**config.mk**
```make
export PLATFORM = sky130hd
export DESIGN_NAME = rvb_div
export DESIGN_NICKNAME = d
export VERILOG_FILES = /design/src/sv/rvb_pkg.sv /design/src/sv/rvb_div.sv
export SDC_FILE = /design/constraint.sdc
export NUM_CORES = 2
export LEC_CHECK = 0
export BUFFER_PORTS_ARGS = -buffer_cell sky130_fd_sc_hd__buf_2
export CORE_AREA = 3 3 390 392
export DETAILED_ROUTE_END_ITERATION = 12
export DIE_AREA = 0 0 393 395
export HOLD_SLACK_MARGIN = 0.06
export SETUP_SLACK_MARGIN = 0.3
export SLEW_MARGIN = 0
export SYNTH_ARGS = -nofsm -noshare
export SYNTH_HDL_FRONTEND = slang
export SYNTH_SLANG_ARGS = --single-unit
```
**constraint.sdc**
```tcl
create_clock -name clk_i -period 5.4 [get_ports clk_i]
set_clock_uncertainty 0.1 [all_clocks]
set_input_delay 1.08 -clock clk_i [delete_from_list [all_inputs] [get_ports clk_i]]
set_output_delay 1.08 -clock clk_i [all_outputs]
set_load 0.05 [all_outputs]
```
**src/sv/rvb_pkg.sv**
```systemverilog
// Package for the radial vignette brightness block: widths, codes and shared types.
`default_nettype none
package rvb_pkg;

  // Geometry and fixed-point setup
  localparam int MAX_DIM          = 4096;
  localparam int FACTOR_FRAC_BITS = 12;

  // Fixed field widths
  localparam int CFG_DIM_W  = 13;
  localparam int CFG_FAC_W  = 16;
  localparam int COORD_W    = 12;
  localparam int CHAN_W     = 8;
  localparam int CFG_IDX_W  = 3;
  localparam int CFG_DATA_W = 16;

  // Derived datapath widths
  localparam int DIM_W   = $clog2(MAX_DIM);
  localparam int D_W     = ((DIM_W > COORD_W) ? DIM_W : COORD_W) + 2;
  localparam int D2_W    = 2 * D_W - 1;
  localparam int R_W     = DIM_W + CFG_FAC_W;
  localparam int ROOT_W  = D_W + FACTOR_FRAC_BITS;
  localparam int CMP_W   = (ROOT_W > R_W) ? ROOT_W : R_W;
  localparam int DIST_SH = FACTOR_FRAC_BITS - 7;
  localparam int FRAC_W  = 16;
  localparam int Q_W     = FRAC_W + 1;

  // Request to result, in clock edges
  localparam int LATENCY = 5 + ROOT_W + Q_W;

  // Register indexes
  typedef enum logic [CFG_IDX_W-1:0] {
    REG_IMAGE_WIDTH       = 3'd0,
    REG_IMAGE_HEIGHT      = 3'd1,
    REG_START_FACTOR      = 3'd2,
    REG_END_FACTOR        = 3'd3,
    REG_PIXEL_FORMAT      = 3'd4,
    REG_BRIGHTNESS_ENABLE = 3'd5
  } cfg_reg_e;

  // Per-pixel treatment chosen before the divider
  typedef enum logic [1:0] {
    MODE_PASS,
    MODE_ZERO,
    MODE_SCALE
  } mode_e;

  typedef struct packed {
    logic [CFG_DIM_W-1:0] width;
    logic [CFG_DIM_W-1:0] height;
    logic [CFG_FAC_W-1:0] start_f;
    logic [CFG_FAC_W-1:0] end_f;
    logic                 colour;
    logic                 enable;
  } cfg_t;

  typedef struct packed {
    logic [CHAN_W-1:0] a;
    logic [CHAN_W-1:0] b;
    logic [CHAN_W-1:0] c;
  } chans_t;

  // Carried alongside the square root
  typedef struct packed {
    logic [R_W-1:0] rs;
    logic [R_W-1:0] re;
    chans_t         ch;
    logic           colour;
    logic           enable;
  } side_t;

  // Queue entry between front and back
  typedef struct packed {
    logic [D2_W-1:0] d2;
    side_t           side;
  } geom_t;

  // Carried alongside the divider
  typedef struct packed {
    mode_e  mode;
    logic   colour;
    chans_t ch;
  } scl_t;

endpackage
`default_nettype wire

```
**src/sv/rvb_div.sv**
```systemverilog
// Pipelined restoring divider for the falloff factor, one quotient bit per stage.
`default_nettype none
module rvb_div (
  input  logic                    clk_i,
  input  logic                    rst_ni,
  input  logic                    valid_i,
  input  logic [rvb_pkg::R_W-1:0] num_i,
  input  logic [rvb_pkg::R_W-1:0] den_i,
  input  rvb_pkg::scl_t           side_i,
  output logic                    valid_o,
  output logic [rvb_pkg::Q_W-1:0] quot_o,
  output rvb_pkg::scl_t           side_o
);

  localparam int RW = rvb_pkg::R_W;
  localparam int QW = rvb_pkg::Q_W;

  logic [RW-1:0] rem_q  [QW];
  logic [RW-1:0] den_q  [QW];
  logic [QW-1:0] quot_q [QW];
  rvb_pkg::scl_t side_q [QW];
  logic [QW-1:0] vld_q;

  for (genvar j = 0; j < QW; j++) begin : g_stage
    logic [RW:0]   t;
    logic [RW-1:0] den_in;
    logic [QW-1:0] quot_in;
    rvb_pkg::scl_t side_in;
    logic          vld_in;
    logic          ge;

    // First stage compares the numerator as is, later ones shift in a zero
    if (j == 0) begin : g_first
      assign t       = {1'b0, num_i};
      assign den_in  = den_i;
      assign quot_in = '0;
      assign side_in = side_i;
      assign vld_in  = valid_i;
    end else begin : g_next
      assign t       = {rem_q[j-1], 1'b0};
      assign den_in  = den_q[j-1];
      assign quot_in = quot_q[j-1];
      assign side_in = side_q[j-1];
      assign vld_in  = vld_q[j-1];
    end

    assign ge = (t >= {1'b0, den_in});

    always_ff @(posedge clk_i) begin
      rem_q[j]  <= ge ? RW'(t - {1'b0, den_in}) : RW'(t);
      den_q[j]  <= den_in;
      quot_q[j] <= {quot_in[QW-2:0], ge};
      side_q[j] <= side_in;
    end

    always_ff @(posedge clk_i or negedge rst_ni) begin
      if (!rst_ni) begin
        vld_q[j] <= 1'b0;
      end else begin
        vld_q[j] <= vld_in;
      end
    end
  end

  assign valid_o = vld_q[QW-1];
  assign quot_o  = quot_q[QW-1];
  assign side_o  = side_q[QW-1];

endmodule
`default_nettype wire

```
==> run summary <==
Avg Inst Size Synth = 10.0 um^2
Post CTS Setup Buffer Count = 0
YS warnings = 0
Fmax = 0.226 GHz
Endpoint class of the critical path = flop
Hold Fails Final Rpt = 0
Max-slew violations = 0
CTS sink cnt = 1525
Pre-antenna DRT Iters = 5
Slowest CP cell = a2111oi_0
Layout area overhead = 14.5%
GRT Residual Overflow = 0
First-pass GRT wire length = 204000 um
Routability-driven placement congestion ratio = 0.911
Total Routed Length = 127000 um
Antenna violations before repair = 1
Setup crit start kind = flop
Tot GR Track Use = 16.1%
Clock transition at path regs = 60 ps
Initial Util = 39.9%
VDD IR-drop max = 0.000315 V
Synth cell types = 91
Ranking of synthesized cells by area = dfxtp_1 (51%), ha_1 (10%), a21oi_1 (4.1%), inv_1 (3.6%), a21o_1 (3.2%)
Register Area = 30600 um^2
Post-synthesis adder-cell area fraction = 10.5%
Vias in the first global route = 39.6k
Worst Setup Path Type = flop to flop
Share of cells above drive strength 1 = 9.34%
Post-synthesis mux area share = 2.33%
Clk Latency, worst-skew pair = 800 ps
Via density = 4.92
XOR/XNOR Fraction of Synth Area = 5.37%
Largest family of logic cells by synthesized area = compound AO/OA/AOI/OAI gates
Die Height = 395 um
Post-synth EDFFs = 0
CP Cell Sequence = inv_1 > ha_1 > nor2b_1 > o21ai_0 > a21oi_1 > o31ai_1 > a2111oi_0 > o21ai_0 > o21bai_2 > clkinv_1 > o41ai_1 > nor2_1
Root buf cell = clkbuf_16
Power Density = 674 nW/um^2
Number of buffers created by CTS = 162
Max_slew headroom = 16.2%
Die ar. = 155000 um^2
Nets = 6711
Core ar. = 149000 um^2
H-tree depth = 4
Largest net degree at the start of global routing = 55
TritonCTS clock tree = done
Num ports = 131
Synth Flop Type = dfxtp_1
Worst endpoint data arrival time = 4980 ps
Fillcell total = 14.0k
Longest Clk Path Bufs = 3
Via Count = 40.5k
Synth Register Bits = 1525
Number of max-cap violations = 0
Final Critical Period = 4420 ps
P_leak = 31.3 nW
Final worst-path cycle share = 81.8%
CP max stage delay = 1050 ps
Post-Synth Simple-Gate Area = 9.66%
Slew @ Worst Pin = 1230 ps
Outcome = finished clean
Synth Instances = 5944
Synth Area in Compound Gates = 16.3%
Yosys top cell area share = 50.7%
Finish-stage setup viols = 0
Req. time, crit path = 5960 ps
Mapped cell area = 59600 um^2
Setup_tns = 0 ps
Most used cell along the critical path = o21ai_0
Hpwl dp = 95700 um
RSZ-0062 raised after global routing = false
Area leader, netlist = dfxtp_1
Fin util = 45.7%
Hold_buf cts = 0
Synth Net Count = 6521
Maximum fanout along the worst path = 18
Post-DR wirelength/cell = 15.4 um
Row cnt = 142
# DRC = 0
Die Wd = 393 um
FFs w/ async S/R, synth = 1.11%
Post_cts resized = 0
Seq/Total Area, Yosys = 51.4%
Port Buffers = 130
Most numerous cell in the Yosys netlist = dfxtp_1
Final ANT Viol Nets = 0
Initial DRC Count = 2260
Multi-input logic area = 26400 um^2
Hold Path Class = input pin to async pin
Synth top cells by count = dfxtp_1 (1508), inv_1 (575), a21oi_1 (483), ha_1 (475), o21ai_0 (364)
## per-stage QoR
step	instance area, um^2	hold WS (ps)	setup slack, ps	total power [mW]	cells
6_report	68200	149	983	46.0	8217
5_1_grt	68200	121	657	49.4	8216
3_3_place_gp	62400	210	849	34.2	7914
3_5_place_dp	62400	212	874	34.4	7914
4_1_cts	68200	78.6	1000	46.4	8216
2_1_floorplan	59600	210	1650	29.9	5944
## final timing paths
kind	start	to	slack [ps]	cells past startpoint
worst max-delay path	den_q[0][1]	rem_q[0][54]	980	12
worst min-delay path	rst_ni	g_stage[1].vld_in	150	1
worst max register to register	den_q[0][1]	rem_q[0][54]	980	12
worst min register to register	quot_q[9][1]	quot_q[10][2]	180	0
max in group asynchronous	rst_ni	g_stage[9].vld_in	4770	1
min in group clk_i	quot_q[9][1]	quot_q[10][2]	180	0
## report_power, final
group          total, mW  switching, mW  internal, mW  leakage [nW]
clock network       11.6           4.69          6.94          2.81
logic               18.9           10.7          8.23          15.6
registers           15.4           1.39          14.0          12.9
total               46.0           16.8          29.2          31.3
## metal layers
| metal | up-vias | wire (um) | track usage (%) |
|---|---|---|---|
| li1 | 20838 | - | - |
| met5 | - | 0 | 0 |
| met4 | 0 | 3880 | 5.89 |
| met1 | 18578 | 59200 | 21.0 |
| met2 | 803 | 58100 | 26.5 |
| met3 | 240 | 5520 | 3.05 |
## cell usage in the layout, fill, tap and decap left out, types with 50 or more instances in the layout
master / count
a211oi_1: 50
a21o_1: 257
a21oi_1: 481
buf_2: 130
clkbuf_16: 162
dfxtp_1: 1508
ha_1: 475
inv_1: 575
mux2_2: 111
nand2_1: 355
nand2b_1: 71
nand3_1: 70
nand4_1: 80
nor2_1: 326
nor2b_1: 72
nor3_1: 59
o21a_1: 68
o21ai_0: 364
xnor2_1: 210
xor2_1: 155
## registers in the layout, indices dropped and copies added, names as in the netlist
| signal | cells |
|---|---|
| den_q | 448 |
| g_stage.vld_in | 16 |
| quot_q | 153 |
| rem_q | 448 |
| side_q | 459 |
| valid_o | 1 |
## cells by family (layout without fill, tap and decap cells)
group	count (synthesis)	count (layout)
buffers and inverters	699	1027
adders and majority gates	491	491
other	0	1
xor gates and xnor gates	365	365
AOI/OAI and AO/OA	1541	1541
DFF	1525	1525
and+or+nand+nor	1200	1200
muxes	123	123
## layout make-up
type,count,area share [%]
antenna,1,0.00367
clock buffer,228,6.76
clock inverter,74,1.80
inverter,577,3.17
multi-input combinational,3720,38.7
sequential,1525,44.9
tap,1944,3.57
timing repair buffer,148,1.15
## critical path: cells and delay by family (launching register included)
kind,cells,cell delay [ps]
buffers and inverters,2,520
and+or+nand+nor,2,220
DFF,1,360
adders and majority gates,1,300
AOI/OAI and AO/OA,7,2760
Power figures use the tool's default switching activity.
