**src/sv/rvb_pkg.sv**
```systemverilog
// Package for the radial vignette brightness block: widths, codes and shared types.
`default_nettype none
package rvb_pkg;

  // Geometry and fixed-point setup
  localparam int MAX_DIM          = 4096;
  localparam int FACTOR_FRAC_BITS = 12;

  // Fixed field widths
  localparam int CFG_DIM_W  = 13;
  localparam int CFG_FAC_W  = 16;
  localparam int COORD_W    = 12;
  localparam int CHAN_W     = 8;
  localparam int CFG_IDX_W  = 3;
  localparam int CFG_DATA_W = 16;

  // Derived datapath widths
  localparam int DIM_W   = $clog2(MAX_DIM);
  localparam int D_W     = ((DIM_W > COORD_W) ? DIM_W : COORD_W) + 2;
  localparam int D2_W    = 2 * D_W - 1;
  localparam int R_W     = DIM_W + CFG_FAC_W;
  localparam int ROOT_W  = D_W + FACTOR_FRAC_BITS;
  localparam int CMP_W   = (ROOT_W > R_W) ? ROOT_W : R_W;
  localparam int DIST_SH = FACTOR_FRAC_BITS - 7;
  localparam int FRAC_W  = 16;
  localparam int Q_W     = FRAC_W + 1;

  // Request to result, in clock edges
  localparam int LATENCY = 5 + ROOT_W + Q_W;

  // Register indexes
  typedef enum logic [CFG_IDX_W-1:0] {
    REG_IMAGE_WIDTH       = 3'd0,
    REG_IMAGE_HEIGHT      = 3'd1,
    REG_START_FACTOR      = 3'd2,
    REG_END_FACTOR        = 3'd3,
    REG_PIXEL_FORMAT      = 3'd4,
    REG_BRIGHTNESS_ENABLE = 3'd5
  } cfg_reg_e;

  // Per-pixel treatment chosen before the divider
  typedef enum logic [1:0] {
    MODE_PASS,
    MODE_ZERO,
    MODE_SCALE
  } mode_e;

  typedef struct packed {
    logic [CFG_DIM_W-1:0] width;
    logic [CFG_DIM_W-1:0] height;
    logic [CFG_FAC_W-1:0] start_f;
    logic [CFG_FAC_W-1:0] end_f;
    logic                 colour;
    logic                 enable;
  } cfg_t;

  typedef struct packed {
    logic [CHAN_W-1:0] a;
    logic [CHAN_W-1:0] b;
    logic [CHAN_W-1:0] c;
  } chans_t;

  // Carried alongside the square root
  typedef struct packed {
    logic [R_W-1:0] rs;
    logic [R_W-1:0] re;
    chans_t         ch;
    logic           colour;
    logic           enable;
  } side_t;

  // Queue entry between front and back
  typedef struct packed {
    logic [D2_W-1:0] d2;
    side_t           side;
  } geom_t;

  // Carried alongside the divider
  typedef struct packed {
    mode_e  mode;
    logic   colour;
    chans_t ch;
  } scl_t;

endpackage
`default_nettype wire

```
**src/sv/rvb_isqrt.sv**
```systemverilog
// Pipelined integer square root, one root bit per stage, with remainder flag.
`default_nettype none
module rvb_isqrt (
  input  logic                       clk_i,
  input  logic                       rst_ni,
  input  logic                       valid_i,
  input  logic [rvb_pkg::D2_W-1:0]   d2_i,
  input  rvb_pkg::side_t             side_i,
  output logic                       valid_o,
  output logic [rvb_pkg::ROOT_W-1:0] root_o,
  output logic                       rem_nz_o,
  output rvb_pkg::side_t             side_o
);

  localparam int RT = rvb_pkg::ROOT_W;

  logic [2*RT-1:0] rad_q  [RT];
  logic [RT+1:0]   rem_q  [RT];
  logic [RT-1:0]   root_q [RT];
  rvb_pkg::side_t  side_q [RT];
  logic [RT-1:0]   vld_q;
  logic [2*RT-1:0] rad0;

  // Radicand is the squared distance scaled by the factor precision
  assign rad0 = (2*RT)'(d2_i) << (2 * rvb_pkg::FACTOR_FRAC_BITS);

  for (genvar k = 0; k < RT; k++) begin : g_stage
    logic [2*RT-1:0] rad_in;
    logic [RT+1:0]   rem_in;
    logic [RT-1:0]   root_in;
    rvb_pkg::side_t  side_in;
    logic            vld_in;
    logic [RT+1:0]   rem_t, trial;
    logic            ge;

    if (k == 0) begin : g_first
      assign rad_in  = rad0;
      assign rem_in  = '0;
      assign root_in = '0;
      assign side_in = side_i;
      assign vld_in  = valid_i;
    end else begin : g_next
      assign rad_in  = rad_q[k-1];
      assign rem_in  = rem_q[k-1];
      assign root_in = root_q[k-1];
      assign side_in = side_q[k-1];
      assign vld_in  = vld_q[k-1];
    end

    // Bring down two radicand bits and try the next root bit
    always_comb begin
      rem_t = {rem_in[RT-1:0], rad_in[2*RT-1 -: 2]};
      trial = {root_in, 2'b01};
      ge    = (rem_t >= trial);
    end

    always_ff @(posedge clk_i) begin
      rad_q[k]  <= rad_in << 2;
      rem_q[k]  <= ge ? (rem_t - trial) : rem_t;
      root_q[k] <= {root_in[RT-2:0], ge};
      side_q[k] <= side_in;
    end

    always_ff @(posedge clk_i or negedge rst_ni) begin
      if (!rst_ni) begin
        vld_q[k] <= 1'b0;
      end else begin
        vld_q[k] <= vld_in;
      end
    end
  end

  assign valid_o  = vld_q[RT-1];
  assign root_o   = root_q[RT-1];
  assign rem_nz_o = (rem_q[RT-1] != '0);
  assign side_o   = side_q[RT-1];

endmodule
`default_nettype wire

```
**config.mk**
```make
export PLATFORM = sky130hd
export DESIGN_NAME = rvb_isqrt
export DESIGN_NICKNAME = d
export VERILOG_FILES = /design/src/sv/rvb_pkg.sv /design/src/sv/rvb_isqrt.sv
export SDC_FILE = /design/constraint.sdc
export NUM_CORES = 2
export LEC_CHECK = 0
export ABC_AREA = 1
export BUFFER_PORTS_ARGS = -buffer_cell sky130_fd_sc_hd__buf_2
export CAP_MARGIN = 20
export CORE_MARGIN = 5
export CORE_UTILIZATION = 65
export CTS_CLUSTER_DIAMETER = 120
export DETAILED_ROUTE_END_ITERATION = 6
export GPL_TIMING_DRIVEN = 1
export HOLD_SLACK_MARGIN = 0.15
export PLACE_DENSITY = 0.79
export RECOVER_POWER = 50
export SYNTH_ARGS = -nofsm -noshare
export SYNTH_HDL_FRONTEND = slang
export SYNTH_MEMORY_MAX_BITS = 65536
export SYNTH_SLANG_ARGS = --single-unit
```
**constraint.sdc**
```tcl
create_clock -name clk_i -period 4.78 [get_ports clk_i]
set_input_delay 0.717 -clock clk_i [delete_from_list [all_inputs] [get_ports clk_i]]
set_output_delay 0.717 -clock clk_i [all_outputs]
set_load 0.02 [all_outputs]
```
==> out/qor.csv <==
metric,value,unit
fill count,10788,
Pre-antenna DRT Iters,7,
final setup vio count,0,
crit path time final,3580,ps
HPWL Detailed,193,mm
main flop type after synthesis,dfxtp_1,
Final Cycle Share,74.9,%
Post-synth EDFFs,0,
share of the synthesized area in the top cell type,61.8,%
final hold vios,0,
TNS Setup,0,ps
crit path buf inv count,3,
status,"finished, violations left",
ys async rst share,0.784,%
Worst slew margin,32.3,%
Least-Margin Pin Slew,1000,ps
CTS tree,done,
DIE AREA,172000,µm²
GRT Util Overall,35.2,%
Worst Clk Skew,125,ps
Max VDD drop,517,µV
setup repair bufs after CTS,0,
Mapped Area,107000,µm²
max incr delay on CP,730,ps
final hold slack,232,ps
footprint of the multi-input gates,32600,µm²
Root Buffer,clkbuf_16,
yosys warns,0,
starting density of the core,65.5,%
vias in the first global route,81805,
P per Cell Area,595,nW/µm²
most frequent cells in the layout,"nand2_1 (3428), dfxtp_1 (3291), inv_1 (1759), nor2_1 (798), nand3_1 (615)",
"commonest non-fill, non-tap cell in the layout",nand2_1,
P&R area growth vs syn,13.8,%
first-pass GRT wire length,468,mm
CTS Buffer Depth,4,
Num CTS Buffers,315,
maxcap violations,0,
critical path peak fanout,31,
CTS H-tree depth,5,
num rows,148,
Yosys top cell by area,dfxtp_1,
# IOs,222,
largest net degree at the start of global routing,32,
critical path data required time,5610,ps
Top Family by Delay on Critical Path,simple AND/OR/NAND/NOR gates,
number of synthesized register bits,3317,
GPL Wtd Cong,0.966,
synthesized area per cell,9.09,µm²
remaining antenna violation count,0,
final wirelength,309,mm
RSZ-0062 raised after global routing,no,
Via density,5.43,
fmax,279,MHz
"CTS clk-pin slew, worst paths",80,ps
synth top area cells,"dfxtp_1 (62%), nand2_1 (12%), inv_1 (6.2%)",
share of layout cells above drive strength 1,8.13,%
"Critical Path, Cell by Cell","inv_1, ha_1, nand2_1, nand2_1, nor2_1, nand2_2, nand2_2, nand2_2, nor2_4, inv_1, nand2_1, inv_1",
clock sink total,3317,
Synth cell types,55,
worst skew pair latency,1020,ps
synthesized instance count,11738,
PortBufs,221,
initial antenna violation count,42,
core area,163000,µm²
Post-Syn Nets,12217,
slowest library cell on the worst path,nor2_4,
DIE HEIGHT,415,µm
critical path type,register to register,
sequential cell area fraction in the yosys report,62.4,%
total grt overflow,0,
Worst EP arrival,4410,ps
Die X,415,µm
# DRC,338,
Worst Setup Start Kind,register,
FF+latch area,66500,µm²
violated checks,DRC,
Starting DRT DRC Count,8941,
Pleak,61.3,nW
CP endpoint kind,register,
Hold Path Class,register to register,
DR WL/cell,21.0,µm
Pins Over Slew Limit,0,
final net count,12786,
vias post-DR,79906,
==> metrics by stage <==
step	instances	setup slack, ps	cell area [µm²]	util, %	total power, W
4_1_cts	14703	1530	121000	74.4	0.0715
5_1_grt	14715	767	121000	74.4	0.0750
6_report	14729	1200	121000	74.5	0.0722
3_5_place_dp	14053	1610	110000	67.3	0.0457
3_3_place_gp	14053	1650	110000	67.3	0.0453
2_1_floorplan	11738	2840	107000	-	0.0414
==> cell families after synthesis <==
kind of cell	synth area share (%)
buf+inv	7.09
xor+xnor	2.01
compound gates	2.85
simple gates	21.3
flops	62.4
fa+ha+maj	4.39
other cells	0.00352
==> routing by layer <==
metal  vias up  GRT usage (%)  part of all wire, %
met5         -           1.17                0.048
met4        20           24.4                  8.5
met3      1913           10.3                  8.8
met2      4638           60.2                   48
met1     36266           37.3                   34
li1      37069              -                    -
==> flip-flops by register name, indices dropped and copies added (netlist names) <==
signal,count
valid_o,1
g_stage.vld_in,25
root_q,351
rad_q,182
rem_q,626
side_q,2132
==> worst register-to-register path: stages, from the launching register on <==
cell and delay, ps:
dfxtp_1 470, inv_1 100, ha_1 380, nand2_1 150, nand2_1 260, nor2_1 250
nand2_2 130, nand2_2 170, nand2_2 110, nor2_4 730, inv_1 420, nand2_1 180
inv_1 110
==> timing repair <==
| action | CTS | global route |
|---|---|---|
| resized for setup | 0 | 0 |
| endpoints found under the hold margin | 136 | 0 |
| setup endpoints to repair | 0 | 0 |
| hold buffers | 111 | 0 |
==> Yosys cell counts (5+ instances only) <==
master and count:
nand2_1 3428, dfxtp_1 3291, inv_1 1759, nor2_1 798, nand3_1 615, ha_1 355
a21oi_1 274, xor2_1 167, nand4_1 147, o21ai_0 108, nand3b_1 87, xnor2_1 78
o21ai_1 67, nand2_2 64, nor3_1 58, a21oi_2 49, inv_2 38, nor2_2 36
buf_6 35, nand3_2 34, buf_4 27, dfrtp_1 26, or2_2 25, and2_1 23
buf_2 17, o21ai_2 17, nor2_4 14, fa_1 12, o21bai_1 10, nor4_1 9
nand2_4 8, nor3b_1 7, a21boi_0 6, nor3_2 6, or2_1 6, inv_4 5
o211ai_1 5
==> area by class of cell <==
cell class | instances | share of cell area [%]
multi-input combinational | 6532 | 26.8
tap | 2175 | 2.24
clock buffer | 443 | 7.53
clock inverter | 96 | 1.05
antenna | 25 | 0.0516
inverter | 1805 | 5.60
sequential | 3317 | 54.8
timing repair buffer | 336 | 1.85
==> where the power goes <==
part | switching [W] | internal [W]
registers | 0.00261 | 0.0307
logic | 0.00922 | 0.00405
clock network | 0.0109 | 0.0148
total | 0.0227 | 0.0495
==> final timing paths <==
path                                        start                           to  slack, ps  cells after the start
min in group asynchronous                  rst_ni            valid_o$_DFF_PN0_        340                      2
max                        root_q[0][161]$_DFF_P_         rem_q[7][12]$_DFF_P_       1200                     12
min reg2reg                side_q[1][535]$_DFF_P_       side_q[1][617]$_DFF_P_        230                      0
min                        side_q[1][535]$_DFF_P_       side_q[1][617]$_DFF_P_        230                      0
max reg2reg                root_q[0][161]$_DFF_P_         rem_q[7][12]$_DFF_P_       1200                     12
max in group asynchronous                  rst_ni  g_stage[6].vld_in$_DFF_PN0_       4070                      2
Note: power is estimated with default switching activity, not from simulation.
