<file path="src/sv/rvb_pkg.sv">
// Package for the radial vignette brightness block: widths, codes and shared types.
`default_nettype none
package rvb_pkg;

  // Geometry and fixed-point setup
  localparam int MAX_DIM          = 4096;
  localparam int FACTOR_FRAC_BITS = 12;

  // Fixed field widths
  localparam int CFG_DIM_W  = 13;
  localparam int CFG_FAC_W  = 16;
  localparam int COORD_W    = 12;
  localparam int CHAN_W     = 8;
  localparam int CFG_IDX_W  = 3;
  localparam int CFG_DATA_W = 16;

  // Derived datapath widths
  localparam int DIM_W   = $clog2(MAX_DIM);
  localparam int D_W     = ((DIM_W > COORD_W) ? DIM_W : COORD_W) + 2;
  localparam int D2_W    = 2 * D_W - 1;
  localparam int R_W     = DIM_W + CFG_FAC_W;
  localparam int ROOT_W  = D_W + FACTOR_FRAC_BITS;
  localparam int CMP_W   = (ROOT_W > R_W) ? ROOT_W : R_W;
  localparam int DIST_SH = FACTOR_FRAC_BITS - 7;
  localparam int FRAC_W  = 16;
  localparam int Q_W     = FRAC_W + 1;

  // Request to result, in clock edges
  localparam int LATENCY = 5 + ROOT_W + Q_W;

  // Register indexes
  typedef enum logic [CFG_IDX_W-1:0] {
    REG_IMAGE_WIDTH       = 3'd0,
    REG_IMAGE_HEIGHT      = 3'd1,
    REG_START_FACTOR      = 3'd2,
    REG_END_FACTOR        = 3'd3,
    REG_PIXEL_FORMAT      = 3'd4,
    REG_BRIGHTNESS_ENABLE = 3'd5
  } cfg_reg_e;

  // Per-pixel treatment chosen before the divider
  typedef enum logic [1:0] {
    MODE_PASS,
    MODE_ZERO,
    MODE_SCALE
  } mode_e;

  typedef struct packed {
    logic [CFG_DIM_W-1:0] width;
    logic [CFG_DIM_W-1:0] height;
    logic [CFG_FAC_W-1:0] start_f;
    logic [CFG_FAC_W-1:0] end_f;
    logic                 colour;
    logic                 enable;
  } cfg_t;

  typedef struct packed {
    logic [CHAN_W-1:0] a;
    logic [CHAN_W-1:0] b;
    logic [CHAN_W-1:0] c;
  } chans_t;

  // Carried alongside the square root
  typedef struct packed {
    logic [R_W-1:0] rs;
    logic [R_W-1:0] re;
    chans_t         ch;
    logic           colour;
    logic           enable;
  } side_t;

  // Queue entry between front and back
  typedef struct packed {
    logic [D2_W-1:0] d2;
    side_t           side;
  } geom_t;

  // Carried alongside the divider
  typedef struct packed {
    mode_e  mode;
    logic   colour;
    chans_t ch;
  } scl_t;

endpackage
`default_nettype wire

</file>
<file path="src/sv/rvb_front.sv">
// Front end: centre offsets, radii and squared distance for each pixel request.
`default_nettype none
module rvb_front (
  input  logic                       clk_i,
  input  logic                       rst_ni,
  input  logic                       valid_i,
  input  logic [rvb_pkg::COORD_W-1:0] column_i,
  input  logic [rvb_pkg::COORD_W-1:0] row_i,
  input  rvb_pkg::chans_t            ch_i,
  input  rvb_pkg::cfg_t              cfg_i,
  output logic                       valid_o,
  output rvb_pkg::geom_t             item_o
);

  localparam int DW = rvb_pkg::D_W;
  localparam int RW = rvb_pkg::R_W;

  int                              wcl, hcl;
  logic [rvb_pkg::DIM_W-1:0]       w1, h1;
  logic [rvb_pkg::CFG_FAC_W-1:0]   ef;
  logic signed [DW-1:0]            dx_d, dy_d;
  logic signed [DW-1:0]            dx_q, dy_q;
  logic [RW-1:0]                   rs_d, re_d;
  rvb_pkg::side_t                  side_q, side2_q;
  logic                            v1_q, v2_q;
  logic [2*DW-1:0]                 sqx, sqy;
  logic [rvb_pkg::D2_W-1:0]        d2_d, d2_q;

  // Stage 1: clamp dimensions, offsets in half pixels, radii
  always_comb begin
    wcl = (cfg_i.width == '0) ? 1 :
          ((int'(cfg_i.width) > rvb_pkg::MAX_DIM) ? rvb_pkg::MAX_DIM : int'(cfg_i.width));
    hcl = (cfg_i.height == '0) ? 1 :
          ((int'(cfg_i.height) > rvb_pkg::MAX_DIM) ? rvb_pkg::MAX_DIM : int'(cfg_i.height));
    w1 = rvb_pkg::DIM_W'(wcl - 1);
    h1 = rvb_pkg::DIM_W'(hcl - 1);
    ef = (cfg_i.end_f < cfg_i.start_f) ? cfg_i.start_f : cfg_i.end_f;
    dx_d = DW'({column_i, 1'b0}) - DW'(w1);
    dy_d = DW'({row_i, 1'b0}) - DW'(h1);
    rs_d = RW'(w1) * RW'(cfg_i.start_f);
    re_d = RW'(w1) * RW'(ef);
  end

  always_ff @(posedge clk_i) begin
    dx_q          <= dx_d;
    dy_q          <= dy_d;
    side_q.rs     <= rs_d;
    side_q.re     <= re_d;
    side_q.ch     <= ch_i;
    side_q.colour <= cfg_i.colour;
    side_q.enable <= cfg_i.enable;
  end

  // Stage 2: squared distance, full-width signed products
  always_comb begin
    sqx  = (2*DW)'(dx_q * dx_q);
    sqy  = (2*DW)'(dy_q * dy_q);
    d2_d = rvb_pkg::D2_W'(sqx) + rvb_pkg::D2_W'(sqy);
  end

  always_ff @(posedge clk_i) begin
    d2_q    <= d2_d;
    side2_q <= side_q;
  end

  always_ff @(posedge clk_i or negedge rst_ni) begin
    if (!rst_ni) begin
      v1_q <= 1'b0;
      v2_q <= 1'b0;
    end else begin
      v1_q <= valid_i;
      v2_q <= v1_q;
    end
  end

  assign valid_o     = v2_q;
  assign item_o.d2   = d2_q;
  assign item_o.side = side2_q;

endmodule
`default_nettype wire

</file>
<file path="config.mk">
export PLATFORM = sky130hd
export DESIGN_NAME = rvb_front
export DESIGN_NICKNAME = d
export VERILOG_FILES = /design/src/sv/rvb_pkg.sv /design/src/sv/rvb_front.sv
export SDC_FILE = /design/constraint.sdc
export NUM_CORES = 2
export LEC_CHECK = 0
export BUFFER_PORTS_ARGS = -buffer_cell sky130_fd_sc_hd__buf_2
export CORE_MARGIN = 1.5
export CORE_UTILIZATION = 43
export DETAILED_ROUTE_END_ITERATION = 12
export PLACE_DENSITY = 0.64
export SYNTH_ARGS = -nofsm -noshare
export SYNTH_HDL_FRONTEND = slang
export SYNTH_SLANG_ARGS = --single-unit
</file>
<file path="constraint.sdc">
create_clock -name clk_i -period 6.86 [get_ports clk_i]
set_input_delay 1.372 -clock clk_i [delete_from_list [all_inputs] [get_ports clk_i]]
set_output_delay 1.372 -clock clk_i [all_outputs]
set_load 0.02 [all_outputs]
</file>
==> results.py <==
metrics = {
    "timing": {
        "setup_ws_ns": -0.4984,
        "setup_viol": 21,
        "hold_violations": 0,
        "rsz0062_at_grt": "yes",
        "finalMaxSlewViolations": 0,
        "relSlewSlack_pct": 64.18,
        "period_needed_ns": 7.358,
        "worst_pin_slew_ns": 0.5362,
        "finClkSkew_ns": 0.01232,
        "fmax_mhz": 135.9,
        "period_share_pct": 107.3,
    },
    "cts": {
        "tritoncts": "done",
        "numCtsBuffers": 29,
        "clockBufferDepth": 3,
        "clock-sinks": 221,
        "insertion_delay_ns": 0.61,
        "cts_max_level": 1,
        "cts.reportedPaths.clkPinSlew_ns": 0.06,
        "root_buffer": "clkbuf_16",
    },
    "placement": {
        "routabilityCongestion": 0.9230,
        "place.port_buffers": 220,
        "dp_hpwl_um": 66510,
        "dp_cells": 4880,
    },
    "finish": {
        "layout_common_cells": "inv_1 (757), fa_1 (646), buf_4 (507)",
        "final_common_cell": "inv_1",
        "final_nets": 5117,
        "final_cells": 5036,
        "drive_above_1_share_pct": 27.14,
        "syn2layout_area_growth_pct": 28.18,
    },
    "critical_path": {
        "end_kind": "flip-flop",
        "max_stage_delay_ns": 0.56,
        "crit_top_cell": "fa_1",
        "slowest_stage": "fa_1",
        "crit_arrival_ns": 7.90,
        "crit_required_ns": 7.40,
        "critPathKind": "primary input to flip-flop",
        "worstPathMaxFanout": 8,
        "cp-start-kind": "primary input",
    },
    "route": {
        "avgViaCountPerCell": 4.795,
        "drt_first_pass_iters": 11,
        "drt_wl_total_um": 79840,
        "via_count": 24150,
        "drc": 21,
        "post_drt_wl_per_cell_um": 15.85,
        "ant_nets": 0,
        "drtIter0Drc": 965,
    },
    "yosys": {
        "ys_seq_area_share_pct": 13.90,
        "ys_types": 61,
        "synth_seq_cells": 221,
        "ys.flop_type": "dfxtp_1",
        "synthesis.nets": 4416,
        "synthArstFlopShare_pct": 0.9050,
        "avgSynthCellArea_um2": 9.517,
        "syn_inst": 3351,
        "syn-cell-area_um2": 31890,
        "ys.warnings.count": 0,
        "synth_edf_count": 0,
    },
    "global_route": {
        "grt_pass1_vias": 26120,
        "grt_pass1_wl_um": 130700,
        "grtUsageTotal_pct": 21.84,
        "grt.overflow.total": 0,
        "antenna_found_initial": 8,
        "grt_start_max_net_pins": 34,
    },
    "floorplan": {
        "ios": 221,
        "fp.coreArea_um2": 73210,
        "rows": 99,
        "start_util_pct": 43.56,
        "die-width_um": 275.3,
        "die_area_um2": 75810,
        "die_h_um": 275.3,
    },
    "job": {
        "cap_violations": 0,
    },
    "worst_hold_path": {
        "hold_class": "flip-flop to flip-flop",
    },
    "outcome": {
        "violations": "DRC, setup timing",
        "status": "finished with violations",
    },
}
[kinds of logic after synthesis]
group | count (synthesis) | share of synthesized area [%]
compound gates | 306 | 6.501
xor+xnor | 125 | 3.433
fa+ha+maj | 954 | 53.20
buf+inv | 904 | 10.64
flops | 221 | 13.90
mux | 3 | 0.1020
simple gates | 838 | 12.22
[synthesized netlist by cell type, types with 3 or more instances]
cell / number / share of area, %
nand2_1: 393 / 4.6
nand4_1: 3 / 0.059
and3_1: 10 / 0.20
o22ai_1: 3 / 0.059
a2111o_1: 16 / 0.56
a21o_1: 40 / 0.94
nand3_1: 9 / 0.14
o21bai_1: 10 / 0.24
clkbuf_1: 110 / 1.3
o31a_1: 5 / 0.14
nor2b_1: 30 / 0.59
a211oi_1: 11 / 0.26
and2_1: 141 / 2.8
ha_1: 284 / 11
dfxtp_1: 219 / 14
xnor2_1: 98 / 2.7
xor2_1: 27 / 0.74
a31o_2: 3 / 0.082
o21ai_0: 49 / 0.77
or3_1: 12 / 0.24
clkinv_1: 3 / 0.035
or4_4: 3 / 0.11
nand2b_1: 52 / 1.0
o31ai_1: 4 / 0.094
inv_1: 790 / 9.3
or2_2: 9 / 0.18
nor3_1: 24 / 0.38
nor4_1: 6 / 0.12
a31oi_1: 8 / 0.16
o21a_1: 13 / 0.31
a21oi_1: 77 / 1.2
fa_1: 670 / 42
o21ai_1: 4 / 0.063
nor2_1: 139 / 1.6
a22oi_1: 15 / 0.35
o211ai_1: 24 / 0.56
nor3b_1: 3 / 0.071
[flip-flops by register name, indices dropped and copies added (netlist names)]
signal   count
item_o      82
side_q      82
d2_q        27
dx_q        14
dy_q        14
v1_q         1
valid_o      1
[per-stage QoR]
| stage | hold WS [ns] | TNS, ns | cell area (µm²) | utilization (%) | worst slack, ns |
|---|---|---|---|---|---|
| finish | 0.3114 | -5.444 | 40880 | 55.84 | -0.4984 |
| global route | 0.3283 | -11.02 | 40880 | 55.84 | -0.7446 |
| CTS | 0.3214 | -2.601 | 39820 | 54.39 | -0.3675 |
| detailed placement | 0.3121 | -24.74 | 37810 | 51.65 | -1.194 |
| global placement | 0.3096 | -23.12 | 37810 | 51.65 | -1.138 |
| floorplan | 0.3096 | -10.70 | 32460 | - | -0.7210 |
[layout make-up]
class / count / area [µm²]
clock buffers: 35 / 788.3
clock inverters: 19 / 221.5
diodes: 2 / 5.005
repair buffers: 780 / 5719
well taps: 959 / 1200
flip-flops and latches: 221 / 4496
inverters: 793 / 3010
multi-input cells: 2227 / 25440
fillers: 6455 / 32330
[worst max-delay path: cells and delay by family]
kind                     cells  cell delay [ns]
adder cells (fa/ha/maj)      7             2.95
AND/OR/NAND/NOR              1             0.17
buffers and inverters        5             0.31
XOR/XNOR                     1             0.15
AO/OA/AOI/OAI               13             2.92
[worst paths after layout]
path	from	endpoint	slack, ns	cells after the start
setup / recovery	cfg_i[19]	side_q[50]	-0.50	27
hold / removal	side_q[57]	item_o[57]	0.31	0
setup reg to reg	dy_q[3]	d2_q[22]	0.17	24
hold reg to reg	side_q[57]	item_o[57]	0.31	0
max in group asynchronous	rst_ni	valid_o	6.23	1
min in group asynchronous	rst_ni	v1_q	0.53	1
[routing by layer]
metal / wire length, µm / global-route usage (%) / vias to the layer above
li1: - / - / 11460
met1: 32530 / 26.83 / 12000
met2: 40090 / 38.98 / 540
met3: 4005 / 3.288 / 145
met4: 3161 / 7.521 / 8
met5: 47 / 0 / -
[timing repair]
item / in CTS / in global routing
gates cloned: 3 / 0
endpoints found under the setup margin: 28 / 39
hold buffers: 0 / 0
resized for setup: 118 / 202
pin swaps: 60 / 122
setup buffers: 73 / 37
Power is left out: the tool's default activity adds up to more than one toggle a clock period on the data nets, which glitch-free logic cannot reach.
