**src/sv/rvb_pkg.sv**
```systemverilog
// Package for the radial vignette brightness block: widths, codes and shared types.
`default_nettype none
package rvb_pkg;

  // Geometry and fixed-point setup
  localparam int MAX_DIM          = 4096;
  localparam int FACTOR_FRAC_BITS = 12;

  // Fixed field widths
  localparam int CFG_DIM_W  = 13;
  localparam int CFG_FAC_W  = 16;
  localparam int COORD_W    = 12;
  localparam int CHAN_W     = 8;
  localparam int CFG_IDX_W  = 3;
  localparam int CFG_DATA_W = 16;

  // Derived datapath widths
  localparam int DIM_W   = $clog2(MAX_DIM);
  localparam int D_W     = ((DIM_W > COORD_W) ? DIM_W : COORD_W) + 2;
  localparam int D2_W    = 2 * D_W - 1;
  localparam int R_W     = DIM_W + CFG_FAC_W;
  localparam int ROOT_W  = D_W + FACTOR_FRAC_BITS;
  localparam int CMP_W   = (ROOT_W > R_W) ? ROOT_W : R_W;
  localparam int DIST_SH = FACTOR_FRAC_BITS - 7;
  localparam int FRAC_W  = 16;
  localparam int Q_W     = FRAC_W + 1;

  // Request to result, in clock edges
  localparam int LATENCY = 5 + ROOT_W + Q_W;

  // Register indexes
  typedef enum logic [CFG_IDX_W-1:0] {
    REG_IMAGE_WIDTH       = 3'd0,
    REG_IMAGE_HEIGHT      = 3'd1,
    REG_START_FACTOR      = 3'd2,
    REG_END_FACTOR        = 3'd3,
    REG_PIXEL_FORMAT      = 3'd4,
    REG_BRIGHTNESS_ENABLE = 3'd5
  } cfg_reg_e;

  // Per-pixel treatment chosen before the divider
  typedef enum logic [1:0] {
    MODE_PASS,
    MODE_ZERO,
    MODE_SCALE
  } mode_e;

  typedef struct packed {
    logic [CFG_DIM_W-1:0] width;
    logic [CFG_DIM_W-1:0] height;
    logic [CFG_FAC_W-1:0] start_f;
    logic [CFG_FAC_W-1:0] end_f;
    logic                 colour;
    logic                 enable;
  } cfg_t;

  typedef struct packed {
    logic [CHAN_W-1:0] a;
    logic [CHAN_W-1:0] b;
    logic [CHAN_W-1:0] c;
  } chans_t;

  // Carried alongside the square root
  typedef struct packed {
    logic [R_W-1:0] rs;
    logic [R_W-1:0] re;
    chans_t         ch;
    logic           colour;
    logic           enable;
  } side_t;

  // Queue entry between front and back
  typedef struct packed {
    logic [D2_W-1:0] d2;
    side_t           side;
  } geom_t;

  // Carried alongside the divider
  typedef struct packed {
    mode_e  mode;
    logic   colour;
    chans_t ch;
  } scl_t;

endpackage
`default_nettype wire

```
**src/sv/rvb_queue.sv**
```systemverilog
// Two-entry request queue between the front end and the back end.
`default_nettype none
module rvb_queue (
  input  logic           clk_i,
  input  logic           rst_ni,
  input  logic           push_i,
  input  rvb_pkg::geom_t data_i,
  input  logic           pop_i,
  output logic           valid_o,
  output rvb_pkg::geom_t data_o,
  output logic           full_o
);

  rvb_pkg::geom_t mem_q [2];
  logic           wr_ptr_q, rd_ptr_q;
  logic [1:0]     cnt_q;
  logic           do_push, do_pop;

  assign valid_o = (cnt_q != 2'd0);
  assign full_o  = (cnt_q == 2'd2);
  assign do_push = push_i && !full_o;
  assign do_pop  = pop_i && valid_o;
  assign data_o  = mem_q[rd_ptr_q];

  // Entry storage
  always_ff @(posedge clk_i) begin
    if (do_push) begin
      mem_q[wr_ptr_q] <= data_i;
    end
  end

  // Pointers and fill count
  always_ff @(posedge clk_i or negedge rst_ni) begin
    if (!rst_ni) begin
      wr_ptr_q <= 1'b0;
      rd_ptr_q <= 1'b0;
      cnt_q    <= 2'd0;
    end else begin
      if (do_push) wr_ptr_q <= ~wr_ptr_q;
      if (do_pop)  rd_ptr_q <= ~rd_ptr_q;
      cnt_q <= cnt_q + 2'(do_push) - 2'(do_pop);
    end
  end

endmodule
`default_nettype wire

```
**config.mk**
```make
export PLATFORM = sky130hd
export DESIGN_NAME = rvb_queue
export DESIGN_NICKNAME = d
export VERILOG_FILES = /design/src/sv/rvb_pkg.sv /design/src/sv/rvb_queue.sv
export SDC_FILE = /design/constraint.sdc
export NUM_CORES = 1
export LEC_CHECK = 0
export ABC_AREA = 1
export BUFFER_PORTS_ARGS = -buffer_cell sky130_fd_sc_hd__buf_2
export CAP_MARGIN = 20
export CORE_ASPECT_RATIO = 0.8
export CORE_MARGIN = 1
export CORE_UTILIZATION = 45
export CTS_BUF_LIST = sky130_fd_sc_hd__clkbuf_2 sky130_fd_sc_hd__clkbuf_4 sky130_fd_sc_hd__clkbuf_8
export DETAILED_ROUTE_END_ITERATION = 12
export GPL_ROUTABILITY_DRIVEN = 0
export GPL_TIMING_DRIVEN = 0
export PLACE_DENSITY_LB_ADDON = 0.15
export SLEW_MARGIN = 30
export SYNTH_ARGS = -nofsm -noshare
export SYNTH_HDL_FRONTEND = slang
export SYNTH_SLANG_ARGS = --single-unit
```
**constraint.sdc**
```tcl
create_clock -name clk_i -period 7.1 [get_ports clk_i]
set_input_delay 1.42 -clock clk_i [delete_from_list [all_inputs] [get_ports clk_i]]
set_output_delay 1.42 -clock clk_i [all_outputs]
set_load 0.005 [all_outputs]
```
==> results of run 1 <==
layer usage:
layer,track usage [%],vias up
met5,0,-
met1,23.0,2429
met3,6.64,25
met2,30.0,186
li1,-,2561
met4,6.25,4
where the power goes:
group	internal [W]	leakage [nW]	switching [W]	total, W
registers	0.00178	2.08	0.0000648	0.00185
clock network	0.000576	0.366	0.000457	0.00103
logic	0.000539	2.17	0.000818	0.00136
registers in the layout, indices dropped and copies added (netlist names):
name	cells
wr_ptr_q	1
mem_q	218
cnt_q	2
rd_ptr_q	1
layout by cell type (no fill, tap or decap), types with 2 or more instances in the layout:
master,count
buf_4,9
inv_1,8
clkbuf_8,38
dfrtp_1,4
buf_6,10
nand2_1,340
ha_1,2
buf_2,228
nand3_1,3
clkinv_2,3
buf_16,6
clkinv_1,5
clkbuf_4,16
edfxtp_1,218
area by class of cell:
class                      count  area [µm²]
fill                        1451        7130
sequential                   222        6650
multi-input combinational    346        1330
timing repair buffer         229        1280
clock buffer                  54         643
tap                          225         282
buffer                        24         205
inverter                      10        45.0
clock inverter                 8        33.8
antenna                        1        2.50
cells by family (layout without fill, tap and decap cells):
| family | after synthesis | in the layout | share of synthesized area, % |
|---|---|---|---|
| AND/OR/NAND/NOR | 344 | 344 | 15.8 |
| flip-flops | 222 | 222 | 81.0 |
| buffers and inverters | 34 | 325 | 2.96 |
| adder cells (fa/ha/maj) | 2 | 2 | 0.305 |
| other | 0 | 1 | 0 |
worst paths after layout:
| check | from | endpoint | slack, ps |
|---|---|---|---|
| worst min register to register | wr_ptr_q | wr_ptr_q | 480 |
| worst max-delay path | rd_ptr_q | data_o[27] | 4000 |
| max in group asynchronous | rst_ni | wr_ptr_q | 6250 |
| min in group asynchronous | rst_ni | cnt_q[0] | 730 |
| worst min-delay path | wr_ptr_q | wr_ptr_q | 480 |
| worst max register to register | cnt_q[1] | mem_q[1][69] | 5020 |
stage by stage:
step,hold slack [ps],setup WS (ps),instances
global placement,458,-2060,1050
detailed placement,474,4010,1056
floorplan,442,485,602
global route,529,3870,1118
CTS,487,3960,1118
finish,483,4000,1119
worst min-delay path, stage by stage, from the launching register on:
cell     delay [ps]
dfrtp_1         350
nand2_1          50
nand2_1          50
==> flow_metrics.env, run 1 <==
export IMPL_maxCapViolCount=0
export IMPL_yosys_top_cells_area="edfxtp_1 (80%), nand2_1 (16%), buf_6 (1.4%)"
export IMPL_min_path_cells=2
export IMPL_crit_path_max_incr_delay_ps=370
export IMPL_grt_overflow=0
export IMPL_root_buffer="clkbuf_8"
export IMPL_ys_types=11
export IMPL_worstMarginPinSlew_ps=591
export IMPL_syn_to_final_growth_pct=27.5
export IMPL_synth_common_cells="nand2_1 (340), edfxtp_1 (218), buf_6 (10)"
export IMPL_maxSlewHeadroom_pct=60.5
export IMPL_worstPathCellList="buf_4 > buf_2 > nand2_1 > nand2_1 > buf_2"
export IMPL_clk_path_buf_depth=3
export IMPL_cp_max_fo=10
export IMPL_finalSetupTns_ps=0
export IMPL_wl_met2_um=8070
export IMPL_status="completed"
export IMPL_p_leak_nw=4.61
export IMPL_ys_ff_latch=222
export IMPL_finalClockSkew_ps=12.5
export IMPL_fin_crit_sh_pct=43.6
export IMPL_cts_max_level=2
export IMPL_antenna_found_initial=2
export IMPL_finalMaxSlewViolations=0
export IMPL_dp_hpwl_um=11500
export IMPL_startpoint_type="flop"
export IMPL_finalHoldViolCount=0
export IMPL_rsz0062_at_grt="false"
export IMPL_min_path_type="reg -> reg"
export IMPL_worstPathArrival_ps=1680
export IMPL_syn_nets=717
export IMPL_wl_per_cell_um=15.3
export IMPL_ys_warn_count=0
export IMPL_drt_total_wl_um=17200
export IMPL_stdcell_area_um2=10500
export IMPL_clock_sinks=222
export IMPL_cts_tree="yes"
export IMPL_cp_required_ps=5680
export IMPL_finalSetupViolCount=0
export IMPL_syn_avg_cell_area_um2=13.6
export IMPL_vdd_drop_max_uv=230
export IMPL_fp_coreArea_um2=17600
export IMPL_io_pins=224
export IMPL_via_count=5205
export IMPL_die_height_um=123
export IMPL_clk_latency_ps=490
export IMPL_reg2regPathDepth=6
export IMPL_cts_setup_buffers=0
export IMPL_synth_most_common_cell="nand2_1"
export IMPL_grt_first_pass_wirelength_um=26300
export IMPL_fin_util_pct=59.5
export IMPL_hold_buffers=0
export IMPL_synthArstFlopShare_pct=1.80
export IMPL_critPathCaptureType="output port"
export IMPL_critical_path_top_delay_family="buffers and inverters"
export IMPL_synth_ff_type="edfxtp_1"
export IMPL_finalPower_w=0.00424
export IMPL_rows=43
export IMPL_drt_first_pass_iters=4
export IMPL_drive_gt1_share_pct=35.1
export IMPL_portBuffers=223
export IMPL_synth_area_um2=8210
export IMPL_synth_top_area_share_pct=79.7
export IMPL_wl_met1_um=7310
export IMPL_drc=0
export IMPL_cts_repair_resized=0
export IMPL_ant_nets=0
export IMPL_drt_iter0_markers=286
export IMPL_initial_core_util_pct=46.7
export IMPL_period_needed_ps=3100
export IMPL_grt_usage_pct=18.4
export IMPL_yosysTopAreaCell="edfxtp_1"
export IMPL_vias_per_cell=4.65
export IMPL_ys_seq_area_share_pct=81.0
export IMPL_timing_fmax_mhz=323
export IMPL_p_per_area_nw_per_um2=405
export IMPL_wl_met3_um=1480
export IMPL_grt_max_degree=60
export IMPL_path_buf_inv=3
export IMPL_dr_max_layer_used="met5"
export IMPL_netlist_instances=602
export IMPL_clk_pin_slew_worst_paths_ps=60
export IMPL_critPathSlowestCell="dfrtp_1"
export IMPL_path_depth=5
export IMPL_die_width_um=153
export IMPL_cts_made_buffers=36
export IMPL_nets=984
export IMPL_place_area_um2=9790
export IMPL_synth_edf_count=218
export IMPL_worstSetupPathType="reg -> out"
export IMPL_grt_pass1_vias=5139
export IMPL_die_area_um2=18800
No activity file was read; power rests on OpenSTA's default activity.
==> run 2, diff against run 1 <==
Clock period 7.1 ns to 2.9 ns, I/O delays scaled along.
==> run 2 against run 1 <==
  * Via count increased by 0.29%
  * Die area unchanged
  * Register-to-register slack got worse by 4100 ps
  * Count of clock-buffer cells in the layout decreased by 7
  * Combinational power increased to 2.5 times the previous value
  * Sequential share of layout area decreased by 0.41 points
  * Total power increased by 150%
  * Critical path type unchanged
  * Critical endpoint is now data_o[23]
  * Largest cell class unchanged
  * Largest power group unchanged
  * Highest routed layer is now met4
==> flow_metrics.env, run 2 (same netlist as run 1, synthesis figures left out) <==
export IMPL_status="completed"
export IMPL_cts_tree="yes"
export IMPL_vias_per_cell=4.66
export IMPL_reg2regPathDepth=6
export IMPL_hold_path_startpoint="data_i[5]"
export IMPL_startpoint_type="flop"
export IMPL_nets=989
export IMPL_clk_latency_ps=510
export IMPL_clock_sinks=222
export IMPL_p_per_area_nw_per_um2=989
export IMPL_power_internal_w=0.00710
export IMPL_p_comb_share_pct=32.8
export IMPL_top_register="mem_q"
export IMPL_cts_max_level=2
export IMPL_drt_total_wl_um=17100
export IMPL_cp_required_ps=2320
export IMPL_holdWs_ps=252
export IMPL_finalHoldViolCount=0
export IMPL_fin_crit_sh_pct=77.1
export IMPL_drive_gt1_share_pct=35.1
export IMPL_cp_max_fo=10
export IMPL_via_count=5220
export IMPL_root_buffer="clkbuf_8"
export IMPL_worstPathArrival_ps=1650
export IMPL_finalSetupTns_ps=0
export IMPL_die_height_um=123
export IMPL_portBuffers=223
export IMPL_finalClockSkew_ps=28.6
export IMPL_drc=0
export IMPL_netSwitchingFraction_pct=31.8
export IMPL_drt_iter0_markers=298
export IMPL_wl_per_cell_um=15.3
export IMPL_largest_reg_flops=218
export IMPL_min_path_type="in -> reg"
export IMPL_maxCapViolCount=0
export IMPL_fin_util_pct=59.9
export IMPL_grt_overflow=0
export IMPL_timing_fmax_mhz=447
export IMPL_p_seq_share_pct=43.4
export IMPL_period_needed_ps=2230
export IMPL_finalMaxSlewViolations=0
export IMPL_p_leak_nw=4.63
export IMPL_final_common_cell="nand2_1"
export IMPL_clk_path_buf_depth=3
export IMPL_initial_core_util_pct=46.7
export IMPL_min_path_cells=1
export IMPL_vdd_drop_max_uv=577
export IMPL_drt_first_pass_iters=7
export IMPL_worstMarginPinSlew_ps=533
export IMPL_finalPower_w=0.0104
export IMPL_worstSetupPathType="reg -> out"
export IMPL_antenna_found_initial=3
export IMPL_stdcell_area_um2=10500
export IMPL_final_cell_mix="nand2_1 (340), buf_2 (228), edfxtp_1 (218), clkbuf_8 (40), buf_6 (10)"
export IMPL_dp_hpwl_um=11800
export IMPL_syn_to_final_growth_pct=28.3
export IMPL_rows=43
export IMPL_reg2reg_slack_ps=890
export IMPL_die_area_um2=18800
export IMPL_clockPowerShare_pct=23.8
export IMPL_finalSetupViolCount=0
export IMPL_cts_setup_buffers=0
export IMPL_cts_made_buffers=36
export IMPL_place_area_um2=9870
export IMPL_maxSlewHeadroom_pct=64.4
export IMPL_clk_pin_slew_worst_paths_ps=70
export IMPL_ant_nets=0
export IMPL_critPathCaptureType="output port"
export IMPL_largest_registers="mem_q (218), cnt_q (2)"
export IMPL_rr_startpoint="cnt_q[0]"
export IMPL_io_pins=224
export IMPL_rsz0062_at_grt="false"
export IMPL_grt_max_degree=30
export IMPL_setup_worst_path_start="rd_ptr_q"
export IMPL_grt_first_pass_wirelength_um=26400
export IMPL_n_fill_cell=1435
export IMPL_grt_usage_pct=18.4
export IMPL_p_sw_w=0.00332
export IMPL_grt_pass1_vias=5252
export IMPL_fp_coreArea_um2=17600
export IMPL_die_width_um=153
[run 2: cell types whose count changed in the layout (fill, tap and decap cells not counted), sizes merged]
cell	change
buf	+4
dlygate4sd3	+1
inv	-1
clkinv	+2
clkbuf	-7
diode	+2
clkinvlp	+1
[run 2: metrics by stage]
| step | setup slack (ps) | std cells |
|---|---|---|
| after floorplan | 176 | 602 |
| after global placement | -884 | 1050 |
| after detailed placement | 725 | 1060 |
| after CTS | 608 | 1118 |
| after global routing | 525 | 1118 |
| final | 665 | 1121 |
[run 2: cell type report]
class                   count  area, µm²  area share, %
clock buffers              47        603           5.72
well taps                 225        282           2.67
multi-input cells         346       1330           12.6
repair buffers            234       1370           13.0
diodes                      3       7.51         0.0713
clock inverters            10       48.8          0.463
plain buffers              24        205           1.95
inverters                  10       41.3          0.392
flip-flops and latches    222       6650           63.1
[run 2: timing repair]
item / 4_1_cts / 5_1_grt
resized for setup: 0 / 0
hold buffers: 1 / 0
endpoints found under the hold margin: 4 / 0
[run 2: worst paths after layout]
| kind | endpoint |
|---|---|
| worst max-delay path | data_o[23] |
| worst min-delay path | mem_q[1][5] |
| worst max register to register | mem_q[0][85] |
| worst min register to register | cnt_q[0] |
| max in group asynchronous | cnt_q[1] |
| min in group asynchronous | cnt_q[0] |
[run 2: critical path, stage by stage, from the launching register on]
cell	delay, ps
dfrtp_1	400
inv_2	60
buf_4	240
buf_6	180
nand2_1	60
nand2_1	90
buf_2	120
[run 2: metal layers]
metal / part of all wire [%] / vias to the layer above / wire length (µm) / global-route usage [%]
met5: 0 / - / 0 / 0
met4: 1.8 / 0 / 309 / 6.44
met3: 8.4 / 32 / 1440 / 6.64
met2: 48 / 182 / 8190 / 30.9
met1: 42 / 2425 / 7180 / 22.0
li1: - / 2581 / - / -
[run 2: power groups by stage]
| stage | Combinational [W] | Sequential, W | Clock (W) |
|---|---|---|---|
| 6_report | 0.00341 | 0.00452 | 0.00248 |
| 4_1_cts | 0.00349 | 0.00453 | 0.00257 |
| 3_3_place_gp | 0.00314 | 0.00465 | 0 |
| 5_1_grt | 0.00383 | 0.00458 | 0.00269 |
| 2_1_floorplan | 0.00177 | 0.00460 | 0 |
| 3_5_place_dp | 0.00348 | 0.00459 | 0 |
